`src/rtl/core/sbm_pkg.sv`:
```
// ----------------------------------------------------------------------------
// Sparse block memory package
// Shared widths, codes and the control structs between the sequencer and the
// block lookup unit.
// ----------------------------------------------------------------------------
package sbm_pkg;

   localparam int BYTE_W = 8;
   localparam int DATA_W = 64;
   localparam int ADDR_W = 64;
   localparam int SIZE_W = 4;
   localparam int LANES = DATA_W / BYTE_W;
   localparam int LANE_W = $clog2(LANES);

   localparam logic [SIZE_W-1:0] MAX_BYTES = SIZE_W'(LANES);

   localparam logic MODE_READ = 1'b0;
   localparam logic MODE_WRITE = 1'b1;

   typedef struct packed {
      logic start;
      logic alloc;
   } sbm_look_req_type;

   typedef struct packed {
      logic done;
      logic found;
   } sbm_look_rsp_type;

endpackage

```
`src/rtl/core/sbm_ram.sv`:
```
// ----------------------------------------------------------------------------
// Generic RAM
// One write port and one read port with registered read data.
// ----------------------------------------------------------------------------
module sbm_ram #(
   parameter int WIDTH = 8,
   parameter int DEPTH = 16,
   parameter int AW = (DEPTH > 1) ? $clog2(DEPTH) : 1
) (
   input  logic             clock,
   input  logic             wr_en,
   input  logic [AW-1:0]    wr_addr,
   input  logic [WIDTH-1:0] wr_data,
   input  logic             rd_en,
   input  logic [AW-1:0]    rd_addr,
   output logic [WIDTH-1:0] rd_data
);

   logic [WIDTH-1:0] mem [DEPTH];
   logic [WIDTH-1:0] rd_data_ff;

   always_ff @(posedge clock) begin
      if (wr_en) begin
         mem[wr_addr] <= wr_data;
      end
      if (rd_en) begin
         rd_data_ff <= mem[rd_addr];
      end
   end

   assign rd_data = rd_data_ff;

endmodule

```
`src/rtl/core/sbm_lookup.sv`:
```
// ----------------------------------------------------------------------------
// Block lookup unit
// Scans the allocated block tags one per cycle through a single comparator
// and allocates the next free block on a write miss.
// ----------------------------------------------------------------------------
module sbm_lookup #(
   parameter int BLOCK_COUNT = 16,
   parameter int BLOCK_SHIFT = 12,
   parameter int IDX_W = (BLOCK_COUNT > 1) ? $clog2(BLOCK_COUNT) : 1
) (
   input  logic                             clock,
   input  logic                             reset,
   input  sbm_pkg::sbm_look_req_type        look_req,
   input  logic [sbm_pkg::ADDR_W-BLOCK_SHIFT-1:0] base,
   output sbm_pkg::sbm_look_rsp_type        look_rsp,
   output logic [IDX_W-1:0]                 blk_idx
);
   import sbm_pkg::*;

   localparam int TAG_W = ADDR_W - BLOCK_SHIFT;
   localparam int CNT_W = $clog2(BLOCK_COUNT + 1);

   logic [CNT_W-1:0] count_ff, count_in;
   logic [CNT_W-1:0] scan_ff, scan_in;
   logic             busy_ff, busy_in;
   logic             cmp_ff, cmp_in;
   logic [IDX_W-1:0] cmp_idx_ff, cmp_idx_in;
   logic             alloc_ff, alloc_in;
   logic [TAG_W-1:0] base_ff, base_in;
   sbm_look_rsp_type rsp_ff, rsp_in;
   logic [IDX_W-1:0] idx_ff, idx_in;

   logic             tag_we;
   logic             tag_re;
   logic [TAG_W-1:0] tag_rdata;
   logic             match;

   sbm_ram #(
      .WIDTH(TAG_W),
      .DEPTH(BLOCK_COUNT),
      .AW   (IDX_W)
   ) u_tag_ram (
      .clock  (clock),
      .wr_en  (tag_we),
      .wr_addr(count_ff[IDX_W-1:0]),
      .wr_data(base_ff),
      .rd_en  (tag_re),
      .rd_addr(scan_ff[IDX_W-1:0]),
      .rd_data(tag_rdata)
   );

   assign match = cmp_ff && (tag_rdata == base_ff);

   always_comb begin
      count_in = count_ff;
      scan_in = scan_ff;
      busy_in = busy_ff;
      cmp_in = cmp_ff;
      cmp_idx_in = cmp_idx_ff;
      alloc_in = alloc_ff;
      base_in = base_ff;
      rsp_in = '0;
      idx_in = idx_ff;
      tag_we = 1'b0;
      tag_re = 1'b0;
      if (!busy_ff) begin
         if (look_req.start) begin
            busy_in = 1'b1;
            scan_in = '0;
            cmp_in = 1'b0;
            alloc_in = look_req.alloc;
            base_in = base;
         end
      end else begin
         priority if (match) begin
            busy_in = 1'b0;
            rsp_in.done = 1'b1;
            rsp_in.found = 1'b1;
            idx_in = cmp_idx_ff;
         end else if (scan_ff != count_ff) begin
            tag_re = 1'b1;
            cmp_in = 1'b1;
            cmp_idx_in = scan_ff[IDX_W-1:0];
            scan_in = scan_ff + CNT_W'(1);
         end else begin
            busy_in = 1'b0;
            rsp_in.done = 1'b1;
            if (alloc_ff && (count_ff != CNT_W'(BLOCK_COUNT))) begin
               tag_we = 1'b1;
               rsp_in.found = 1'b1;
               idx_in = count_ff[IDX_W-1:0];
               count_in = count_ff + CNT_W'(1);
            end
         end
      end
   end

   always_ff @(posedge clock) begin
      if (reset) begin
         count_ff <= '0;
         busy_ff <= 1'b0;
         rsp_ff <= '0;
      end else begin
         count_ff <= count_in;
         busy_ff <= busy_in;
         rsp_ff <= rsp_in;
      end
      scan_ff <= scan_in;
      cmp_ff <= cmp_in;
      cmp_idx_ff <= cmp_idx_in;
      alloc_ff <= alloc_in;
      base_ff <= base_in;
      idx_ff <= idx_in;
   end

   assign look_rsp = rsp_ff;
   assign blk_idx = idx_ff;

endmodule

```
`config.mk`:
```
export PLATFORM = sky130hd
export DESIGN_NAME = sbm_lookup
export DESIGN_NICKNAME = d
export VERILOG_FILES = /design/src/rtl/core/sbm_pkg.sv /design/src/rtl/core/sbm_ram.sv /design/src/rtl/core/sbm_lookup.sv
export SDC_FILE = /design/constraint.sdc
export NUM_CORES = 1
export LEC_CHECK = 0
export ABC_AREA = 1
export BUFFER_PORTS_ARGS = -buffer_cell sky130_fd_sc_hd__buf_2
export CAP_MARGIN = 20
export CORE_UTILIZATION = 45
export DETAILED_ROUTE_END_ITERATION = 7
export GPL_ROUTABILITY_DRIVEN = 0
export MAX_ROUTING_LAYER = met4
export SKIP_CTS_REPAIR_TIMING = 1
export SLEW_MARGIN = 20
export SYNTH_ARGS = -nofsm -noshare
export SYNTH_HDL_FRONTEND = slang
export SYNTH_SLANG_ARGS = --single-unit
```
`constraint.sdc`:
```
create_clock -name clock -period 5 [get_ports clock]
set_input_delay 0.5 -clock clock [delete_from_list [all_inputs] [get_ports clock]]
set_output_delay 0.5 -clock clock [all_outputs]
set_load 0.005 [all_outputs]
```
==> flow_summary.ini <==
[grt]
use_met1 = 0.3187
overflow = 0
met2_usage = 0.3591
grt_pass1_wl_um = 139800
grt.total_usage = 0.2313
grt_use_met3 = 0.03126
grt_pass1_vias = 22350
antenna_found_initial = 0
grt_max_degree = 247
top_usage_layer = met2

[route]
drc_errors = 0
ant_nets = 0
wirelength_um = 93000
drt_iter0_drc = 2162
dr_total_vias = 22870
wl_per_cell_um = 23.55
drtPass1Iterations = 6
vias_per_cell = 5.790

[setup_path]
cp_max_fo = 27
crit_chain = or2_2 -> nand4_1 -> nor2_1 -> nand2_1 -> nor2_1 -> nand2_2 -> nand3_1 -> nor2_4 -> buf_4
r2r_cells = 9
r2r_slack_ns = 0.89
path_class = reg -> reg
startpoint_type = flop
worstSetupEndpoint = u_tag_ram.mem[9][43]
cp.depth = 9
end_kind = flop
crit_path_start = base_ff[19]
r2r_start = base_ff[19]
cp_num_buf_inv = 1
r2r_end = u_tag_ram.mem[9][43]
crit_required_ns = 5.28
critPathMaxStageDelay_ns = 0.96
worst_path_max_delay_cell = nor2_4
worstPathArrival_ns = 4.39
crit_path_frequent_cell = nor2_1
cp_top_family = simple AND/OR/NAND/NOR gates

[floorplanning]
io_pins = 62
start_util = 0.4582
dieArea_um2 = 83700
fp.dieW_um = 289.3
rows = 104
die_h_um = 289.3
core_area_um2 = 81070

[sta]
rsz0062_at_grt = false
fin_skew_ns = 0.02136
max-slew-margin-rel = 0.2412
period_minus_slack_ns = 4.109
setup-tns-final_ns = 0
finalSetupViolCount = 0
max_freq_mhz = 243.4
hold_viol_final = 0
worst_pin_slew_ns = 1.137
fin_crit_sh = 0.8218
drv_slew = 0

[final_layout]
drive_above_1_share = 0.1025
final_cell_mix = edfxtp_1, nor2_1, o21ai_0
final.fill_count = 6640
nets = 2871
stdcell_count = 3949
areaGrowthSynthToFinish_pct = 13.40
fin_util = 0.5196
n_antenna_cell = 0
final_common_cell = edfxtp_1

[clock_tree]
clkTransAtPathRegs_ns = 0.06
cts_max_path_buffers = 3
clk_latency_ns = 0.65
cts_sinks = 959
cts_made_buffers = 99
cts_root_buffer = clkbuf_16
clock_tree.htree_level_count = 3
cts_tree = yes

[placement]
hpwl_um = 46180
portBuffers = 61
placedCellCount = 3757

[logic_synthesis]
synth-seq-cells = 959
synth.yosys.seq_area_share = 0.7731
syn_area_per_cell_um2 = 13.53
syn_nets = 2807
synthesis.area_um2 = 37150
synth_cells = 2746
ys_top_cells_by_area = edfxtp_1, o21ai_0, nor2_1, nand2_1, o22ai_1
ys_types = 32
synth_warnings = 0
yosysTopAreaCell = edfxtp_1
yosysTopAreaCellShare = 0.7688

[power_and_ir_drop]
seq_power_share = 0.502
power.leakage_nw = 13.92
power_density_nw_per_um2 = 433.3
power.switching_mw = 4.430
intPower_mw = 13.82
pwr-share-clk = 0.397
pwr-share-comb = 0.101
ir_worst_vdd_v = 0.0002840
p_sw_frac = 0.2427

[flow_run]
drv_cap = 0

[min_path]
hold_class = in -> reg

[status]
status = complete, no violations
-- sequential cells by signal, indices dropped and copies added, names as in the netlist --
name	flops
alloc_ff	1
base_ff	52
look_rsp	2
cmp_idx_ff	4
scan_ff	5
u_tag_ram.mem	832
blk_idx	4
busy_ff	1
u_tag_ram.rd_data	52
cmp_ff	1
count_ff	5
-- per-layer routing --
layer | wire (µm) | share of wire
met1 | 40110 | 0.43
met2 | 44350 | 0.48
met3 | 6197 | 0.067
met4 | 2340 | 0.025
met5 | 0 | 0
-- synth_stat cells --
cell      count
o21ai_1      11
nor3_2        4
clkinv_2      1
buf_4         1
or2_2         2
a21oi_1      12
o211ai_1     19
ha_1          5
nor2_2        1
o21ai_0     411
buf_2        39
o22ai_1     123
clkinv_1      1
nor2_1      501
edfxtp_1    951
nor2_4        1
clkbuf_1    122
xnor2_1       8
o221ai_1     85
buf_1         7
buf_6         2
dfxtp_1       8
nand3_1      96
nand2_2       2
nor2b_1       1
nand2_1     237
nand4_1       4
nand4_2       1
xor2_1        5
inv_2         4
inv_1        80
nor3b_2       1
-- cell type report --
class / count / area (µm²) / share of cell area
sequential: 959 / 28720 / 0.6817
multi-input combinational: 1530 / 7531 / 0.1788
clock buffer: 120 / 2599 / 0.06169
tap: 1060 / 1326 / 0.03148
timing repair buffer: 134 / 1026 / 0.02436
clock inverter: 60 / 590.6 / 0.01402
inverter: 86 / 334.1 / 0.007931
-- logic make-up (layout without fill, tap and decap cells) --
kind of cell,after synthesis,in the layout,share of synthesized area
flops,959,959,0.7731
fa+ha+maj,5,5,0.001684
compound gates,661,661,0.1031
xor+xnor,13,13,0.003065
buf+inv,257,400,0.02782
simple gates,851,851,0.09125
-- worst min-delay path by stage --
stage	start	to	slack (ns)	cells after the start
after floorplan	scan_ff[2]	cmp_idx_ff[2]	0.42	0
after global placement	scan_ff[3]	cmp_idx_ff[3]	0.54	0
after detailed placement	scan_ff[3]	cmp_idx_ff[3]	0.54	0
after CTS	look_req[0]	alloc_ff	-0.02	1
after global routing	base[3]	base_ff[3]	0.002	1
final	base[36]	base_ff[36]	0.03	1
-- through the flow --
stage	area (µm²)	worst slack [ns]	hold slack, ns	total power [mW]
3_5_place_dp	38790	0.7803	0.5360	11.16
2_1_floorplan	37150	0.8469	0.4244	10.51
6_report	42120	0.8909	0.02699	18.25
5_1_grt	42120	0.6037	0.001501	18.88
4_1_cts	41980	0.7715	-0.02092	18.36
3_3_place_gp	38690	0.9227	0.5401	11.11
-- power by group through the flow --
| stage | combinational (mW) | sequential, mW | clock, mW |
|---|---|---|---|
| 2_1_floorplan | 1.20 | 9.30 | 0 |
| 3_3_place_gp | 1.78 | 9.33 | 0 |
| 3_5_place_dp | 1.82 | 9.33 | 0 |
| 4_1_cts | 1.83 | 9.17 | 7.36 |
| 5_1_grt | 2.03 | 9.19 | 7.67 |
| 6_report | 1.84 | 9.16 | 7.25 |
Power figures use the tool's default switching activity.
