[config.mk]
export PLATFORM = sky130hd
export DESIGN_NAME = sbm_ram
export DESIGN_NICKNAME = d
export VERILOG_FILES = /design/src/rtl/core/sbm_ram.sv
export SDC_FILE = /design/constraint.sdc
export NUM_CORES = 1
export LEC_CHECK = 0
export BUFFER_PORTS_ARGS = -buffer_cell sky130_fd_sc_hd__buf_2
export CORE_MARGIN = 4
export CORE_UTILIZATION = 45
export CTS_CLUSTER_DIAMETER = 40
export CTS_CLUSTER_SIZE = 20
export DETAILED_ROUTE_END_ITERATION = 16
export MAX_ROUTING_LAYER = met4
export SLEW_MARGIN = 20
export SYNTH_ARGS = -nofsm -noshare
export SYNTH_HDL_FRONTEND = slang
export SYNTH_SLANG_ARGS = --single-unit
[constraint.sdc]
create_clock -name clock -period 2.3 [get_ports clock]
set_clock_uncertainty 0.15 [all_clocks]
set_input_delay 0.46 -clock clock [delete_from_list [all_inputs] [get_ports clock]]
set_output_delay 0.46 -clock clock [all_outputs]
set_load 0.02 [all_outputs]
[src/rtl/core/sbm_ram.sv]
// ----------------------------------------------------------------------------
// Generic RAM
// One write port and one read port with registered read data.
// ----------------------------------------------------------------------------
module sbm_ram #(
   parameter int WIDTH = 8,
   parameter int DEPTH = 16,
   parameter int AW = (DEPTH > 1) ? $clog2(DEPTH) : 1
) (
   input  logic             clock,
   input  logic             wr_en,
   input  logic [AW-1:0]    wr_addr,
   input  logic [WIDTH-1:0] wr_data,
   input  logic             rd_en,
   input  logic [AW-1:0]    rd_addr,
   output logic [WIDTH-1:0] rd_data
);

   logic [WIDTH-1:0] mem [DEPTH];
   logic [WIDTH-1:0] rd_data_ff;

   always_ff @(posedge clock) begin
      if (wr_en) begin
         mem[wr_addr] <= wr_data;
      end
      if (rd_en) begin
         rd_data_ff <= mem[rd_addr];
      end
   end

   assign rd_data = rd_data_ff;

endmodule

==> metrics.md, run 1 <==
| Metric | Value |
|---|---|
| Mux cell area share after synthesis | `0.148` |
| Overall Global Routing Usage | `0.164` |
| Peak supply drop | `482 uV` |
| Worst-Margin Slew | `0.445 ns` |
| Max Fanout on Critical Path | `8` |
| Gr ovfl total | `0` |
| Setup TNS | `0 ns` |
| Fin nets | `just over 300` |
| Crit share post-route | `0.772` |
| Die area | `13400 sq um` |
| Synth Instances | `229` |
| Max-cap violations | `0` |
| Worst hold path class | `in2reg` |
| I/O Pins | `27` |
| Synth Area in Compound Gates | `0.0230` |
| WP data arrival | `1.78 ns` |
| Period minus WS final | `around 1.8 ns` |
| Die Wd | `116 um` |
| CTS clock-pin slew for the worst setup and hold paths | `0.05 ns` |
| Mean Syn Cell Area | `22.8 sq um` |
| Register area share after synthesis | `0.781` |
| Pin count of the biggest net entering global routing | `33` |
| Register bit count reported by yosys | `136` |
| Clk root buf | `clkbuf_16` |
| Detailed Place HPWL | `6110 um` |
| Met2 wire length | `4800 um` |
| Maximum clock frequency | `0.563 GHz` |
| RSZ-0062 raised after global routing | `false` |
| P_leak | `2.08 nW` |
| Area growth from synthesis to layout | `17.3%` |
| Synth area leader | `edfxtp_1` |
| TritonCTS clock tree | `built` |
| N_diodes | `0` |
| Drt drc | `0` |
| H-tree levels | `4` |
| Outcome | `finished, final reports clean` |
| Top sig layer | `met4` |
| Die Span Y | `116 um` |
| Vias in the first global route | `approximately 2.5k` |
| Slew HR | `0.703` |
| Crit path required time | `2.31 ns` |
| Num rows | `39` |
| Initial antenna violation count | `0` |
| Ranking of synthesized cells by area | `edfxtp_1 (78%), mux4_2 (7.8%), mux4_1 (7.0%)` |
| Post-synthesis simple-gate area fraction | `0.0314` |
| First-pass GRT wire length | `around 15000 um` |
| Final WL | `9770 um` |
| # fillers | `896` |
| Worst slack, placed | `0.0674 ns` |
| Longest Clk Path Bufs | `2` |
| CTS Sinks | `roughly 140` |
| Core Region | `11400 sq um` |
| M1 WL | `between 4000 and 5000 um` |
| Post-CTS sizing | `0` |
| Setup ws final | `approximately 0.52 ns` |
| WL met3 | `490 um` |
| Combinational family with the most area after synthesis | `multiplexers` |
| Initial DRC Count | `200` |
| Final Max Slew Viols | `0` |
| CP Class | `in2reg` |
| Post-CTS Setup Bufs | `0` |
| Kind of end point of the critical path | `flop` |
| Syn Nets | `about 250` |
| Library cells used by synthesis | `18` |
| Synth Area in Adders | `0` |
| # hold bufs at CTS | `0` |
| Power per cell area | `860 nW/um^2` |
| Synth warn | `0` |
| Final ANT Viol Nets | `0` |
| I/O Buffers | `26` |
| Share of layout cells above drive strength 1 | `0.302` |
| Synth top area share | `0.781` |
| Synthesized area | `5230 sq um` |
| XOR/XNOR Fraction of Synth Area | `0` |
| CTS buffer count | `17` |
| Crit path launch type | `primary input` |
| Via count | `2426` |
| Clock latency on the worst-skew pair | `about 0.40 ns` |
| Global placer's final weighted congestion | `0.722` |
| Final Setup Violations | `0` |
| Starting Density | `0.458` |
| Vias per Instance | `about 5.5` |
| First-pass DRT Iterations | `4` |
| Fin. Hold Viols | `0` |
| Routed wire length per instance | `22.1 um` |
placed cells by master (no fill, tap or decap), drive strengths merged:
cell type	netlist	final
nor3	4	4
clkinv	0	8
nand2	9	9
a22oi	16	16
buf	7	50
and2b	1	1
nand3	1	1
and2	1	1
nor2	13	13
or3b	1	1
nand2b	2	2
edfxtp	136	136
nor2b	1	1
clkbuf	0	21
mux4	32	32
nand3b	2	2
where the power goes:
group	internal, mW	switching (mW)
logic	0.115	0.156
registers	2.80	0.0147
clock network	1.33	0.864
total	4.24	1.03
worst max-delay path, cell delays in order:
cell     delay [ns]
buf_2          0.12
buf_4          0.20
buf_4          0.15
mux4_1         0.53
a22oi_1        0.25
nand2_1        0.08
worst paths after layout:
| path | from | endpoint | slack, ns | cells past startpoint |
|---|---|---|---|---|
| max | rd_addr[0] | rd_data[5] | 0.52 | 6 |
| min | rd_en | rd_data[2] | 0.29 | 1 |
| max reg2reg | mem[0][0] | rd_data[0] | 0.63 | 3 |
| min reg2reg | mem[14][4] | rd_data[4] | 0.60 | 3 |
per-stage QoR:
stage | instances | utilization | total power [mW] | hold WS (ns) | cell area (sq um)
finish | 441 | 0.537 | 5.27 | 0.286 | 6130
floorplan | 229 | - | 3.01 | 0.409 | 5230
global placement | 412 | 0.495 | 3.13 | 0.582 | 5660
detailed placement | 412 | 0.495 | 3.14 | 0.589 | 5660
CTS | 441 | 0.537 | 5.33 | 0.281 | 6130
global route | 441 | 0.537 | 5.47 | 0.270 | 6130
metal layers:
layer	global-route usage	vias up
li1	-	1096
met1	0.220	1254
met2	0.243	66
met3	0.0496	10
met4	0.0534	0
met5	-	-
cells by family after synthesis:
logic type             after synthesis
buffers and inverters               10
DFF                                136
and+or+nand+nor                     35
AOI/OAI and AO/OA                   16
muxes                               32
cells in the mapped netlist (all sizes together):
master / count
nand3: 1
clkdlybuf4s25: 3
nand2b: 2
and2b: 1
edfxtp: 136
nor3: 4
or3b: 1
nand2: 9
and2: 1
buf: 7
nor2b: 1
nor2: 13
a22oi: 16
mux4: 32
nand3b: 2
sequential cells by signal, summed over array words and instances, names as in the netlist:
| register | cells |
|---|---|
| rd_data | 8 |
| mem | 128 |
area by class of cell:
| class | count | area (sq um) | share of cell area |
|---|---|---|---|
| Multi-Input combinational cell | 83 | 1060 | 0.172 |
| Sequential cell | 136 | 4080 | 0.666 |
| Clock inverter | 8 | 35.0 | 0.00571 |
| Tap cell | 143 | 179 | 0.0292 |
| Timing Repair Buffer | 50 | 335 | 0.0547 |
| Clock buffer | 21 | 440 | 0.0718 |
(Power assumes the default switching activity.)
==> run 2: changes to the inputs <==
Clock period 2.3 ns to 1.5 ns, I/O delays scaled along.
==> run 2 against run 1 <==
  * Non-clock buffer count grew 3
  * The flow now finishes with violations (negative setup slack)
  * Clock power is 85% higher
  * Highest routed layer unchanged
  * Global-route usage fell by 0.078 points
  * Critical path type is now reg2reg
  * Register-to-register slack got worse by 0.69 ns
  * Worst setup slack worse by 0.59 ns
  * Count of clock-buffer cells in the layout is 4 lower
  * Flip-flop and latch count unchanged
==> metrics.md, run 2 (synthesized netlist as in run 1, its figures left out) <==
| Metric | Value |
|---|---|
| Worst slack, placed | `-0.548 ns (-0.615 ns)` |
| Core Region | `11400 sq um (unchanged)` |
| RSZ-0062 raised after global routing | `true` |
| Setup ws final | `-0.0645 ns (-0.588 ns)` |
| Power per cell area | `1390 nW/um^2 (+62%)` |
| Crit path required time | `1.49 ns (-0.82 ns)` |
| Clk root buf | `clkbuf_16` |
| Area growth from synthesis to layout | `20.9%` |
| Routed wire length per instance | `21.7 um (-2.0%)` |
| Worst-Margin Slew | `0.817 ns (+0.372 ns)` |
| CTS Sinks | `136 (unchanged)` |
| Pin count of the biggest net entering global routing | `20 (-39%)` |
| TritonCTS clock tree | `built` |
| Detailed Place HPWL | `6550 um (+7.3%)` |
| Max-cap violations | `0 (unchanged)` |
| CTS clock-pin slew for the worst setup and hold paths | `0.06 ns (about the same)` |
| CTS buffer count | `17 (unchanged)` |
| Worst R2R Path Depth | `3 (unchanged)` |
| P_leak | `2.10 nW (+0.88%)` |
| Reg area | `4080 sq um (unchanged)` |
| # fillers | `863 (-3.7%)` |
| Initial DRC Count | `220 (+10%)` |
| Clock latency on the worst-skew pair | `0.41 ns (about the same)` |
| Switch share | `0.198 (+0.00181)` |
| Starting Density | `0.458 (unchanged)` |
| First-pass GRT wire length | `14800 um (+0.23%)` |
| HP Start | `rd_en` |
| Crit share post-route | `1.04` |
| Clk pwr share | `0.460 (+0.044)` |
| Share of layout cells above drive strength 1 | `0.418 (+0.116)` |
| Drt drc | `0 (unchanged)` |
| Num rows | `39 (unchanged)` |
| Most frequent cells in the layout | `edfxtp_1 (136), mux4_2 (32), buf_2 (26)` |
| Initial antenna violation count | `0 (unchanged)` |
| Final WL | `9700 um (-0.68%)` |
| Overall Global Routing Usage | `0.163 (-0.000778)` |
| Die Wd | `116 um (unchanged)` |
| R2R Path Start | `mem[3][4]` |
| Max reg flops | `128 (unchanged)` |
| Logic pwr share | `0.051 (about the same)` |
| Period minus WS final | `1.56 ns` |
| Vias in the first global route | `2586 (+4.6%)` |
| Hold depth | `1 (unchanged)` |
| Peak supply drop | `1130 uV (+130%)` |
| Final Setup Violations | `8 (+8)` |
| Worst hold path class | `in2reg` |
| Gr ovfl total | `0 (unchanged)` |
| Fin. Hold Viols | `0 (unchanged)` |
| Final Core Density | `0.554 (+0.0168)` |
| Kind of end point of the critical path | `flop` |
| Placed Area | `5720 sq um (+1.1%)` |
| # hold bufs at CTS | `0 (unchanged)` |
| I/O Buffers | `26 (unchanged)` |
| Post-route design area | `6320 sq um (+3.1%)` |
| Share of power burned in registers | `0.489 (-0.044)` |
| CP Class | `reg2reg` |
| WP data arrival | `1.55 ns (-0.23 ns)` |
| Worst reg2reg setup slack | `-0.06 ns (-0.69 ns)` |
| H-tree levels | `4 (unchanged)` |
| Multi-input gate area | `1070 sq um (+0.83%)` |
| Outcome | `finished, violations left` |
| Vias per Instance | `5.53 (+0.57%)` |
| Slew HR | `0.453 (-0.250)` |
| Fin nets | `310 (+0.98%)` |
| Via count | `2473 (+1.9%)` |
| Failing checks | `negative setup slack` |
| Die area | `13400 sq um (unchanged)` |
| Global placer's final weighted congestion | `0.759 (+5.1%)` |
| Most flop-heavy register | `mem` |
| Crit path launch type | `flop` |
| Dpl cells | `415 (+0.73%)` |
| I/O Pins | `27 (unchanged)` |
| Final ANT Viol Nets | `0 (unchanged)` |
| Layout Cells excl Fill | `447 (+1.4%)` |
| Sw Pwr | `1.74 mW (+68%)` |
| Max Fanout on Critical Path | `1 (-7)` |
| Die Span Y | `116 um (unchanged)` |
| Pint | `7.06 mW (+66%)` |
| First-pass DRT Iterations | `4 (unchanged)` |
| N_diodes | `0 (unchanged)` |
| Maximum clock frequency | `0.639 GHz` |
| Longest Clk Path Bufs | `2 (unchanged)` |
| Worst Hold End | `rd_data[1]` |
| RR Endpoint | `rd_data[4]` |
| Most common cell after layout, fill and taps aside | `edfxtp_1` |
| Final Max Slew Viols | `0 (unchanged)` |
[run 2: worst max path at each step]
stage                    start         end  slack [ns]  cells after the start
global placement    rd_addr[0]  rd_data[4]       -0.55                      5
global route         mem[3][4]  rd_data[4]       -0.13                      3
detailed placement  rd_addr[0]  rd_data[4]       -0.55                      5
floorplan           rd_addr[0]  rd_data[1]       -0.15                      5
finish               mem[3][4]  rd_data[4]       -0.06                      3
CTS                  mem[6][4]  rd_data[4]       -0.08                      3
[run 2: per-stage QoR]
stage          hold WS [ns]  power, mW  setup TNS [ns]
3_5_place_dp          0.537       4.83          -12.56
3_3_place_gp          0.534       4.82          -11.42
5_1_grt               0.116       9.07          -0.785
4_1_cts               0.110       8.89          -0.416
6_report              0.128       8.80          -0.258
2_1_floorplan         0.249       4.64           -1.62
[run 2: layout make-up]
cell class,instances,share of cell area
clock buffers,17,0.0673
clock inverters,15,0.0253
multi-input cells,83,0.169
flip-flops and latches,136,0.646
well taps,143,0.0283
repair buffers,53,0.0645
[run 2: what timing repair did]
item	4_1_cts	5_1_grt
pin swaps	2	0
endpoints found under the setup margin	8	8
gates resized for setup	6	0
setup buffers	0	0
[run 2: routing by layer]
layer	track usage	up-vias	share of wire
li1	-	1095	-
met1	0.210	1284	0.41
met2	0.255	83	0.52
met3	0.0439	11	0.060
met4	0.0534	0	0.0088
met5	-	-	0
[run 2: critical path, stage by stage, from the launching register on]
cell	delay (ns)
edfxtp_1	0.36
mux4_2	0.48
a22oi_2	0.19
nand2_1	0.12
[run 2: power by group through the flow]
stage	Clock, mW	Combinational [mW]	Sequential [mW]
2_1_floorplan	0	0.239	4.40
3_3_place_gp	0	0.441	4.38
3_5_place_dp	0	0.449	4.39
4_1_cts	4.12	0.460	4.31
5_1_grt	4.27	0.491	4.31
6_report	4.05	0.449	4.31
==> run 3: changes to the inputs <==
Settings changed: CORE_UTILIZATION 45 to 30, CTS_BUF_LIST set to sky130_fd_sc_hd__clkbuf_4 sky130_fd_sc_hd__clkbuf_8.
==> run 3 against run 2 <==
  * Flip-flop and latch count is the same
  * Sequential share of layout area shrank 0.77 points
  * Critical path depth is the same
  * Highest routed layer unchanged
  * Worst setup slack gained 0.023 ns
  * Die area grew 46%
  * Combinational power grew 7.3%
  * Global-route usage shrank 5.4 points
  * Maximum frequency grew 1.5%
  * Non-clock buffer count grew 8
  * Worst hold slack lost 0.042 ns
  * The run still ends with negative setup slack left
  * Sequential power is essentially flat
  * Largest power group unchanged
  * Cell count grew 20%
==> metrics.md, run 3 (synthesized netlist as in run 1, its figures left out) <==
| Metric | Value |
|---|---|
| Period minus WS final | `1.54 ns (-0.0233 ns)` |
| Longest Clk Path Bufs | `2 (unchanged)` |
| Clk pwr share | `0.420 (-0.040)` |
| Switch share | `0.194 (-0.00350)` |
| TritonCTS clock tree | `built` |
| Detailed Place HPWL | `6900 um (+5.2%)` |
| Failing checks | `negative setup slack` |
| Die Wd | `140 um (+21%)` |
| Crit path required time | `1.52 ns (+0.03 ns)` |
| Final Max Slew Viols | `0 (unchanged)` |
| Clock latency on the worst-skew pair | `0.42 ns (about the same)` |
| Worst hold path class | `in2reg` |
| Gr ovfl total | `0 (unchanged)` |
| Clk root buf | `clkbuf_8` |
| Most flop-heavy register | `mem` |
| Final Core Density | `0.373 (-0.181)` |
| P_leak | `2.11 nW (+0.41%)` |
| Initial DRC Count | `184 (-16%)` |
| RSZ-0062 raised after global routing | `true` |
| I/O Pins | `27 (unchanged)` |
| CTS clock-pin slew for the worst setup and hold paths | `0.07 ns (about the same)` |
| # hold bufs at CTS | `0 (unchanged)` |
| CP Class | `reg2reg` |
| RR Endpoint | `rd_data[6]` |
| Vias in the first global route | `2606 (+0.77%)` |
| Max-cap violations | `0 (unchanged)` |
| Worst-Margin Slew | `0.851 ns (+0.0338 ns)` |
| I/O Buffers | `26 (unchanged)` |
| Max Fanout on Critical Path | `1 (unchanged)` |
| Logic pwr share | `0.058 (+0.007)` |
| Share of power burned in registers | `0.521 (+0.032)` |
| Sw Pwr | `1.60 mW (-7.9%)` |
| H-tree levels | `4 (unchanged)` |
| Fin. Hold Viols | `0 (unchanged)` |
| Power per cell area | `1290 nW/um^2 (-7.4%)` |
| Starting Density | `0.304 (-0.153)` |
| Kind of end point of the critical path | `flop` |
| Worst reg2reg setup slack | `-0.04 ns (+0.02 ns)` |
| Overall Global Routing Usage | `0.109 (-0.0539)` |
| Post-CTS Setup Bufs | `0 (unchanged)` |
| Drt drc | `0 (unchanged)` |
| Most common cell after layout, fill and taps aside | `edfxtp_1` |
| WP data arrival | `1.56 ns (about the same)` |
| CTS Sinks | `136 (unchanged)` |
| First-pass DRT Iterations | `4 (unchanged)` |
| Final Setup Violations | `8 (unchanged)` |
| HP Start | `rd_en` |
| Vias per Instance | `4.57 (-17%)` |
| Crit path launch type | `flop` |
| Crit share post-route | `1.03 (-0.0155)` |
| CTS buffer count | `17 (unchanged)` |
| Share of layout cells above drive strength 1 | `0.446 (+0.0277)` |
| Worst R2R Path Depth | `3 (unchanged)` |
| Area growth from synthesis to layout | `22.4%` |
| Final WL | `9730 um (+0.35%)` |
| Maximum clock frequency | `0.649 GHz (+1.5%)` |
| Global placer's final weighted congestion | `0.747 (-1.5%)` |
| Max reg flops | `128 (unchanged)` |
| Pin count of the biggest net entering global routing | `17 (-15%)` |
| Die Span Y | `140 um (+21%)` |
| Die area | `19600 sq um (+46%)` |
| Fin nets | `318 (+2.6%)` |
| # fillers | `1601 (+86%)` |
| Initial antenna violation count | `0 (unchanged)` |
| Hold depth | `1 (unchanged)` |
| Most frequent cells in the layout | `edfxtp_1 (136), mux4_2 (32), buf_4 (29)` |
| N_diodes | `0 (unchanged)` |
| Core Region | `17200 sq um (+50%)` |
| Peak supply drop | `518 uV (-54%)` |
| Pint | `6.65 mW (-5.8%)` |
| Worst slack, placed | `-0.506 ns (+0.0417 ns)` |
| Slew HR | `0.430 (-0.0226)` |
| Final ANT Viol Nets | `0 (unchanged)` |
| R2R Path Start | `mem[3][6]` |
| Num rows | `48 (+23%)` |
| Outcome | `finished, violations left` |
| Setup crit start | `mem[3][6]` |
| Setup ws final | `-0.0412 ns (+0.0233 ns)` |
| Routed wire length per instance | `18.1 um (-16%)` |
| Worst Hold End | `rd_data[6]` |
| Via count | `2452 (-0.85%)` |
| First-pass GRT wire length | `15300 um (+3.6%)` |
[run 3: cell types whose count changed in the layout (fill, tap and decap cells not counted)]
cell / before / now
clkinv_1: 3 / 1
bufinv_16: 3 / 6
a22oi_2: 5 / 7
clkbuf_16: 17 / 0
clkbuf_8: 0 / 17
a22oi_1: 11 / 9
clkbuf_4: 0 / 1
clkinvlp_4: 4 / 1
buf_2: 26 / 23
clkinv_4: 1 / 2
buf_4: 21 / 29
buf_6: 0 / 3
[run 3: through the flow]
stage	setup TNS (ns)	power, mW	area, sq um	instances	hold WS, ns
2_1_floorplan	-1.62	4.64	5250	229	0.249
3_3_place_gp	-13.86	4.84	5880	505	0.528
3_5_place_dp	-15.19	4.85	5880	505	0.525
4_1_cts	-0.340	8.32	6390	537	0.0718
5_1_grt	-0.820	8.54	6400	537	0.0668
6_report	-0.197	8.25	6400	537	0.0861
[run 3: metal layers]
layer	wire, um	up-vias	GRT usage
li1	-	1104	-
met1	4570	1267	0.150
met2	4530	65	0.155
met3	472	16	0.0345
met4	162	0	0.0352
met5	0	-	-
[run 3: worst max path at each step]
| stage | cells after the start | endpoint | slack [ns] |
|---|---|---|---|
| 3_3_place_gp | 6 | rd_data[5] | -0.50 |
| 5_1_grt | 3 | rd_data[2] | -0.13 |
| 4_1_cts | 3 | rd_data[3] | -0.07 |
| 2_1_floorplan | 5 | rd_data[1] | -0.15 |
| 6_report | 3 | rd_data[6] | -0.04 |
| 3_5_place_dp | 6 | rd_data[5] | -0.51 |
[run 3: final cells by class]
type | instances | area [sq um] | share of cell area
clock buffers | 18 | 241 | 0.0377
clock inverters | 14 | 229 | 0.0358
multi-input cells | 83 | 1080 | 0.168
flip-flops and latches | 136 | 4080 | 0.638
well taps | 225 | 282 | 0.0440
repair buffers | 61 | 487 | 0.0761
[run 3: repair_timing]
item                       CTS  global route
pin swaps                    3             0
setup endpoints to repair   10            11
resized for setup           12             2
[run 3: critical path: stages, from the launching register on]
cell	delay (ns)
edfxtp_1	0.37
mux4_2	0.48
a22oi_2	0.20
nand2_1	0.09
[run 3: power groups by stage]
stage / Combinational, mW / Sequential (mW) / Clock [mW]
after global routing: 0.527 / 4.31 / 3.70
after CTS: 0.487 / 4.30 / 3.53
final: 0.482 / 4.30 / 3.47
after global placement: 0.461 / 4.38 / 0
after detailed placement: 0.468 / 4.39 / 0
after floorplan: 0.239 / 4.40 / 0
